--- src/tlic_cfg.sv ---
// APB configuration registers: policy and block offset bits
module tlic_cfg (
  input  logic        clk,
  input  logic        rst_n,
  input  logic        psel,
  input  logic        penable,
  input  logic        pwrite,
  input  logic [2:0]  paddr,
  input  logic [31:0] pwdata,
  output logic [31:0] prdata,
  output logic        pready,
  output logic        policy,
  output logic [4:0]  block_bits
);
  localparam logic [2:0] REG_POLICY = 3'd0;
  localparam logic [2:0] REG_BLOCK = 3'd4;

  logic       policy_r;
  logic [4:0] block_r;

  assign pready = 1'b1;
  assign policy = policy_r;
  assign block_bits = block_r;

  always_ff @(posedge clk) begin
    if (!rst_n) begin
      policy_r <= 1'b0;
      block_r  <= 5'd4;
    end else if (psel && penable && pwrite) begin
      unique case (paddr)
        REG_POLICY: policy_r <= pwdata[0];
        REG_BLOCK:  block_r  <= pwdata[4:0];
        default: ;
      endcase
    end
  end

  always_comb begin
    unique case (paddr)
      REG_POLICY: prdata = {31'd0, policy_r};
      REG_BLOCK:  prdata = {27'd0, block_r};
      default:    prdata = 32'd0;
    endcase
  end
endmodule

--- config.mk ---
export PLATFORM = sky130hd
export DESIGN_NAME = tlic_cfg
export DESIGN_NICKNAME = d
export VERILOG_FILES = /design/src/tlic_cfg.sv
export SDC_FILE = /design/constraint.sdc
export NUM_CORES = 1
export LEC_CHECK = 0
export BUFFER_PORTS_ARGS = -buffer_cell sky130_fd_sc_hd__buf_4
export CAP_MARGIN = 15
export CORE_UTILIZATION = 29
export CTS_CLUSTER_DIAMETER = 120
export DETAILED_ROUTE_END_ITERATION = 7
export GPL_TIMING_DRIVEN = 0
export PLACE_DENSITY = 0.88
export SLEW_MARGIN = 20
export SYNTH_ARGS = -nofsm -noshare
export SYNTH_HDL_FRONTEND = slang
export SYNTH_SLANG_ARGS = --single-unit
--- constraint.sdc ---
create_clock -name clk -period 0.96 [get_ports clk]
set_input_delay 0.048 -clock clk [delete_from_list [all_inputs] [get_ports clk]]
set_output_delay 0.048 -clock clk [all_outputs]
set_load 0.02 [all_outputs]
-- After elaboration in Yosys (flattened, before gate mapping)
Cells that the tools add are included.
Widths: inputs -> output; s select.
- register bits: 6
- output and inout port bits: 39
- word-level logic and storage cells: 9
- eq/ne operators: 1
- multiplexer cells: 1
- reduce and logical (&&, ||, !) cells: 5
- operators by type and width (cell ; number):
    $pmux 5 s2 ; 1
    $reduce_and 2->1 ; 2
    $eq 3x3->1 const B ; 1
    $logic_not 3->1 ; 1
    $logic_and 1x1->1 ; 2

-- Logic depth before layout (Yosys ltp)
- depth in word-level cells: 3
- mapped depth: 3
- gate-level depth less buffers: 3

-- Worst setup path before layout
Ideal clock, no wire load.
- kind: flip-flop to output port
- from: register block_r[0], in the netlist block_bits[0]
- to: output prdata[0]
- data arrival time: 1.008 ns
- required time: 0.912 ns
- path slack: -0.096 ns
- stages on the path, launching flop included: 3
- buffers on the path: 0
- cell sequence: dfxtp_1 > mux2i_1 > nor3_1
- word-level cells in the longest chain between the ends: 1
- ends and longest elaborated chain (element ; RTL line ; source):
    start, declared ; 19 ; logic [4:0] block_r;
    start signal, assigned ; 32 ; REG_BLOCK: block_r <= pwdata[4:0];
    $pmux 5 s2 ; 39 ; unique case (paddr)
    end, declared ; 10 ; output logic [31:0] prdata,
No other way between the ends.

-- Final worst setup path
Same ends and word-level chain as after synthesis.

==> impl_metrics.tcl <==
set metrics [dict create \
    run_status "completed" \
    grt_overflow 0 \
    synthesis.area_sq_um 541 \
    drt-total-wl_mm 1.07 \
    yosys.area.top_type_share 0.389 \
    grt_pass1_vias 392 \
    power_frac_seq 0.339 \
    yosys_most_used_dff "dfxtp_1" \
    most_common_cell_in_the_netlist "buf_4" \
    unrepaired_setup_endpoints_after_global_routing "true" \
    finish.instance_area_sq_um 891 \
    dp_slack_ps 42.3 \
    syn_inst 65 \
    io_buffers 23 \
    ys_ff_latch 6 \
    post-synth-top-area-cell "buf_4" \
    power_switching_uw 230 \
    antenna_violating_nets_post_route 0 \
    ports 79 \
    clkLatencyLatePin_ps 230 \
    postPlaceCellArea_sq_um 847 \
    worst_setup_path_end_kind "primary output" \
    fin_total_pwr_uw 748 \
    start_util 0.310 \
    cts-htree-levels 1 \
    global_route.usage.total 0.102 \
    pwr_density_cell_mw_per_mm2 839 \
    area_delta_synth_final_pct 64.8 \
    layout.nets 161 \
    final_period_minus_worst_setup_slack_ps 956 \
    seqCellArea_sq_um 126 \
    rows 15 \
    wl_per_cell_um 7.44 \
    setup_viol 0 \
    multi_input_area_sq_um 309 \
    filler_cells_inserted 177 \
    critical_path_peak_fanout 2 \
    place.detailed.instances 139 \
    drv_cap 0 \
    vias 494 \
    power.share.clock 0.292 \
    largest_net_degree_at_the_start_of_global_routing 11 \
    clk_root_buffer_cell "clkbuf_4" \
    setup.worst_path.start_class "register" \
    cts_made_buffers 3 \
    p_leak_nw 0.515 \
    synth.distinct_cells 14 \
    relative_contribution_of_combinational_cells_to_total_power 0.369 \
    switching_share 0.308 \
    final_max_slew_viol_count 0 \
    detailedRoute.firstPassIterationCount 1 \
    ys_top_cells_by_count "buf_4, nand2_1, mux2i_1" \
    first_iter_violations 0 \
    core_region_area_sq_mm 0.00175 \
    worstPathCellList "mux2i_1, nor3_2, buf_4" \
    die_width_um 45.2 \
    synth_area_leaders "buf_4, dfxtp_1, mux2i_1" \
    timing.final.ws_setup_ps 3.68 \
    clk_pin_slew_worst_paths_ps 40 \
    critical_path.slowest_cell "dfxtp_2" \
    finalWeightedCongestion 0.608 \
    cts_tree "built" \
    die_area_sq_mm 0.00204 \
    yosysSeqAreaShare 0.222 \
    power_report.internal_total_uw 517 \
    worst_hold_check_path_type "in -> reg" \
    ys_async_sr_fraction 0 \
    syn-mean-instance-area_sq_um 8.32 \
    finalHoldViolations 0 \
    num_antenna_cells 0 \
    dpl.hpwl_um 965 \
    final.setup_skew_ps 0 \
    postLayoutCoreUtil 0.510 \
    viasPerCell 3.43 \
    cts_num_sinks 6 \
    synth_edf_count 0 \
    cts.hold.buffers_added 0 \
    die_h_um 45.2 \
    drc_errors_left 0 \
    cts_buffer_depth 2 \
    ys_warn_count 0 \
    wire_length_of_the_first_global_routing_pass_mm 1.48 \
    period_share 0.996 \
    grt_antenna_before_repair 0 \
    max_freq_mhz 1050 \
    crit_arrival_ps 910 \
    worst-setup-path-type "reg -> out" \
    ir_worst_vdd_uv 406 \
    post_route_cells_drive_above_1_share 0.580 \
    final_cells 144 \
    critical_path_required_ps 910 \
    worst_path_largest_cell_delay_ps 310 \
]
[cells in the final DEF (no fill, tap or decap)]
| cell | count |
|---|---|
| nor2b_1 | 2 |
| nor2_1 | 1 |
| conb_1 | 28 |
| mux2i_1 | 7 |
| and2b_2 | 1 |
| clkbuf_1 | 1 |
| nor3_4 | 1 |
| dfxtp_1 | 1 |
| nor3_2 | 1 |
| clkbuf_4 | 3 |
| and3_2 | 4 |
| nand4_1 | 1 |
| buf_4 | 53 |
| nand4_2 | 1 |
| dfxtp_2 | 5 |
| nand2_1 | 9 |
[critical path, delay by kind of cell (launching register included)]
family / cells / cell delay [ps]
DFF: 1 / 310
buffers and inverters: 1 / 150
muxes: 1 / 160
and+or+nand+nor: 1 / 50
[through the flow]
step	TNS, ps	hold WS, ps
after global routing	-63.7	70.2
final	0	69.5
after CTS	-7.18	73.5
after detailed placement	0	319
after floorplan	0	147
after global placement	0	310
[state kept, by name, indices dropped and copies added (netlist names)]
register,cells
policy,1
block_bits,5
[cell type report]
type / instances / share of cell area
timing repair buffer: 25 / 0.211
tap: 25 / 0.0351
buffer: 29 / 0.240
multi-input combinational: 56 / 0.347
clock buffer: 3 / 0.0253
sequential: 6 / 0.142
[power groups by stage]
stage	Sequential (mW)	Combinational (mW)	Clock [mW]
2_1_floorplan	0.260	0.209	0
5_1_grt	0.253	0.298	0.250
4_1_cts	0.253	0.271	0.228
3_5_place_dp	0.258	0.270	0
3_3_place_gp	0.258	0.268	0
6_report	0.253	0.276	0.219
[worst paths after layout]
check	startpoint	to	slack (ps)	depth (start not counted)
max	block_bits[0]	prdata[0]	4	3
min	pwdata[1]	block_bits[1]	70	3
max reg2reg	block_bits[0]	block_bits[0]	280	3
min reg2reg	block_bits[3]	block_bits[3]	470	2
[repair_timing]
action	CTS	global route
setup buffers	2	0
cloned	0	0
gates resized for setup	2	3
setup endpoints to repair	1	4
hold endpoints to repair	0	0
[cell families (layout without fill, tap and decap cells)]
family                 count (synthesis)  in the layout  share of synthesized area
buffers and inverters                 29             57                      0.396
AND/OR/NAND/NOR                       21             21                      0.238
multiplexers                           7              7                      0.130
flip-flops                             6              6                      0.222
other                                  2             28                     0.0139
[layer usage]
metal  track usage  share of wire  up-vias
li1              -              -      263
met1        0.0817           0.35      197
met2         0.203           0.53       34
met3        0.0440           0.12        0
met4        0.0545              0        0
met5             0              0        -
(Power assumes the default switching activity.)
