$ cat src/tlic_ram.sv
// Generic synchronous RAM, one write and one registered read port
module tlic_ram #(
  parameter int WIDTH = 8,
  parameter int DEPTH = 16
) (
  input  logic                     clk,
  input  logic                     we,
  input  logic [$clog2(DEPTH)-1:0] waddr,
  input  logic [WIDTH-1:0]         wdata,
  input  logic [$clog2(DEPTH)-1:0] raddr,
  output logic [WIDTH-1:0]         rdata
);
  logic [WIDTH-1:0] mem [DEPTH];

  always_ff @(posedge clk) begin
    if (we) mem[waddr] <= wdata;
    rdata <= mem[raddr];
  end
endmodule

$ cat config.mk
export PLATFORM = sky130hd
export DESIGN_NAME = tlic_ram
export DESIGN_NICKNAME = d
export VERILOG_FILES = /design/src/tlic_ram.sv
export SDC_FILE = /design/constraint.sdc
export NUM_CORES = 1
export LEC_CHECK = 0
export BUFFER_PORTS_ARGS = -buffer_cell sky130_fd_sc_hd__buf_2
export CORE_MARGIN = 2
export CORE_UTILIZATION = 51
export DETAILED_ROUTE_END_ITERATION = 16
export PLACE_DENSITY = 0.68
export SKIP_CTS_REPAIR_TIMING = 1
export SLEW_MARGIN = 5
export SYNTH_ARGS = -nofsm -noshare
export SYNTH_HDL_FRONTEND = slang
export SYNTH_SLANG_ARGS = --single-unit
export TNS_END_PERCENT = 1
$ cat constraint.sdc
create_clock -name clk -period 2.49 [get_ports clk]
set_clock_uncertainty 0.1 [all_clocks]
set_input_delay 0.1245 -clock clk [delete_from_list [all_inputs] [get_ports clk]]
set_output_delay 0.1245 -clock clk [all_outputs]
set_load 0.03 [all_outputs]
# == After elaboration in Yosys (flattened, before gate mapping) ==
# Memory sizes are Yosys's and may differ from the RTL's. A register that Yosys moved wholly into a read port is not among the register bits.
# Cells that the tools add are included.
# word_totals
rom_bits,0
output_inout_bits,8
wordCells,3
input_bits,18
mem_count,1
latchBits,0
ff_bits,0
ramBits,128
# memory_table
name,words,word_bits,rd,rd_ports_with_merged_regs,write_ports,line_no,rtl
mem,16,8,1,1,1,13,logic [WIDTH-1:0] mem [DEPTH];
# op_classes
n_eq_ne,0
shifts,0
muxes,2
div_mod_pow,0
n_addsub,0
magnitude_cmp,0
bitwise,0
multipliers,0
reduce_logical,0
# ops
cell,n
$mux W1,2

# == Logic depth before layout (Yosys ltp) ==
# logic_depth
depth_word,2
mapped_depth,5

# == Least setup slack after synthesis ==
# No wires, ideal clock.
# synth_path
path_kind,in2reg
start,input waddr[2]
end,"memory mem[0][0], enable pin"
n_path_buf,0
arrival_ns,1.234
required_ns,2.007
path_stages,2
path_slack_ns,0.773
setup_time_ns,0.383
path_cell_list,or3b_2 -> nor3_1
# synth_rtl
element,line_no,rtl
"start, declared",8,"input logic [$clog2(DEPTH)-1:0] waddr,"
"end, declared",13,
# Straight into the memory's write port.

# == Worst setup path in the final report ==
# layout_path
start,input waddr[0]
end,"memory mem[1][1], enable pin"
# Straight into the memory's write port.

==> summary.txt <==
Detailed routing
  – WL final: 10.17 mm
  – Pre-antenna DRT Iters: 4
  – DRC: 0
  – DRT iter0 DRCs: 158
  – Vias per std cell: 5.786
  – Remaining antenna violation count: 0
  – Per-cell routed wire length: 23.37 µm
  – Via count: 2517

Floorplanning
  – Core Area: 9774 µm²
  – Initial core utilization: 0.5266
  – DIE WIDTH: 104.5 µm
  – Top-level I/O count: 26
  – Die Height: 104.5 µm
  – # rows: 36
  – Die ar.: 10910 µm²

Setup path
  – Critical-path cell list: dlygate4sd3_1, buf_2, nand2b_1, nor2_1
  – CP arrival: 1630 ps
  – Worst r2r src: mem[9][3]
  – Crit path kind: input port to flip-flop
  – Worst EP required: 2530 ps
  – Slowest CP cell: nor2_1
  – Reg2Reg Setup Slack: 950 ps
  – WP buf/inv: 2
  – Crit-path leading delay family: simple AND/OR/NAND/NOR gates
  – Worst Setup Start Kind: input port
  – Max incr delay on CP: 630 ps
  – Critical R2R Capture: rdata[3]
  – Crit end category: flip-flop
  – Crit-path max FO: 8
  – Stages on worst setup path: 4
  – Worst r2r path cells: 3

CTS
  – Clk slew on worst S/H paths: 60 ps
  – Clk buf depth: 2
  – Total CTS buffers: 17
  – Clock latency on the worst-skew pair: 520 ps
  – CTS root buffer: clkbuf_8
  – # clock sinks: 136
  – H-Tree Depth: 4
  – CTS tree: yes

Synth
  – Main flop type after synthesis: edfxtp_1
  – Netlist cell types: 19
  – Post-synth top cells: edfxtp_1 (128), mux4_2 (18), a22oi_1 (16), mux4_1 (14), nor2_1 (13)
  – Fraction of registers with async set/reset: 0
  – Main combinational cell family by area after synthesis: multiplexers
  – Post-synth EDFFs: 128
  – Area share of the largest cell type after synthesis: 0.7467
  – Largest area contributor in the netlist: edfxtp_1
  – Post-Synth Adder-Cell Area: 0
  – Post-synthesis compound-gate area fraction: 0.02333
  – Yosys reg bits: 136
  – Synth warn: 0
  – Simple-gate share of the synthesized area: 0.03184
  – Synth Area per Inst: 22.48 µm²
  – Largest cells by area after synthesis: edfxtp_1 (75%), mux4_2 (7.9%), mux4_1 (7.1%)
  – Syn nets: 247
  – Xor/xnor cell area share of the yosys netlist: 0
  – Multiplexer share of the synthesized area: 0.1502
  – Register area share after synthesis: 0.7778
  – Netlist Area Pre-Place: 5147 µm²
  – Post-Synthesis Cells: 229
  – Most frequent cell after synthesis: edfxtp_1

Worst hold path
  – Hold Path Sink: mem[3][2]
  – Worst min path class: input port to flip-flop
  – Hold Startpoint: waddr[2]
  – Hold depth: 3

STA
  – Headroom to the max-slew limit: 0.4920
  – Final setup viols: 0
  – Worst slew pin tran: 759.3 ps
  – Final period util: 0.6373
  – Fmax: 0.6302 GHz
  – Fin Setup TNS: 0 ps
  – Final Hold Fails: 0
  – Fin crit period: 1587 ps
  – Final Max Tran Viols: 0
  – RSZ-0062 raised after global routing: false

Cells and area
  – ANT cells: 0
  – Fillers: 679
  – Layout cell share with drive strength beyond 1: 0.2980
  – Finished Core Util: 0.6358
  – Layout area overhead: 20.73%
  – Final std cells w/o fill: 435
  – Final nets: 308

Global route
  – Global-route wire length before repair: 15.15 mm
  – Largest net degree at the start of global routing: 29
  – GRT Total Usage: 0.1993
  – Initial antenna violation count: 0
  – Vias in the first global route: 2520
  – Total gr overflow: 0

Power
  – Maximum VDD drop: 0.8554 mV
  – PwrDens: 879.1 nW/µm²
  – Pleak: 0.002128 µW

Placed design
  – PortBufs: 25
  – Final GP Congestion: 0.7807
  – Placed Instances: 394
  – Hpwl dp: 6.286 mm

Outcome
  – Outcome: complete, no violations

Flow run
  – Total of max-cap violations: 0
power breakdown:
group	internal (µW)	total (µW)	switching [µW]
logic	109	275	166
registers	2560	2580	17.0
clock network	1710	2610	896
total	4380	5460	1080
worst max path at each step:
| stage | start | end |
|---|---|---|
| after floorplan | waddr[2] | mem[0][0] |
| after global placement | raddr[0] | rdata[3] |
| after detailed placement | raddr[0] | rdata[3] |
| after CTS | mem[9][3] | rdata[3] |
| after global routing | waddr[0] | mem[1][6] |
| final | waddr[0] | mem[1][1] |
placed cells by master, fill, tap and decap left out:
cell / n
buf_2: 25
dlygate4sd3_1: 10
nand3_1: 1
a22oi_1: 16
nor2b_1: 1
mux4_2: 18
or3b_2: 1
clkinvlp_4: 3
nand3b_1: 2
nor2_1: 13
buf_4: 16
dfxtp_1: 8
nor3_1: 4
buf_12: 1
clkinv_1: 1
clkbuf_1: 1
and2b_1: 1
nand2_1: 9
edfxtp_1: 128
clkinv_4: 2
clkinv_2: 2
and2_1: 1
clkbuf_8: 1
bufinv_16: 5
mux4_1: 14
nand2b_1: 2
clkbuf_16: 16
tightest hold or removal path: cells and delay by family:
kind	cells	cell delay (ps)
buf+inv	1	110
simple gates	2	250
through the flow:
step / worst slack (ps) / area (µm²) / hold WS [ps] / power (µW)
after floorplan: 772.6 / 5147 / 123.4 / 2778
after global placement: 626.2 / 5493 / 416.3 / 2880
after detailed placement: 611.2 / 5493 / 428.8 / 2889
after CTS: 946.0 / 6115 / -126.9 / 5500
after global routing: 802.2 / 6215 / 47.15 / 5622
final: 903.1 / 6215 / 49.55 / 5463
layout make-up:
| type | instances | area (µm²) | share of cell area |
|---|---|---|---|
| sequential | 136 | 4004 | 0.6443 |
| clock buffer | 18 | 417.9 | 0.06724 |
| clock inverter | 13 | 203.9 | 0.03282 |
| multi-input combinational | 83 | 1057 | 0.1701 |
| tap | 133 | 166.4 | 0.02678 |
| timing repair buffer | 52 | 365.4 | 0.05879 |
metal layers:
metal  vias up  track usage  wire (µm)  share of wire
met5         -            0          0              0
met4         0      0.06371         87         0.0086
met3         5      0.07331        512          0.050
met2        63       0.2997       5011           0.49
met1      1347       0.2739       4556           0.45
li1       1102            -          -              -
registers in the layout, summed over array words and instances (netlist names):
| register | cells |
|---|---|
| rdata | 8 |
| mem | 128 |
cell families (layout without fill, tap and decap cells):
family          Yosys count  count (layout)
flops                   136             136
simple gates             35              35
buf+inv                  10              83
compound gates           16              16
mux                      32              32
Power figures use the tool's default switching activity.
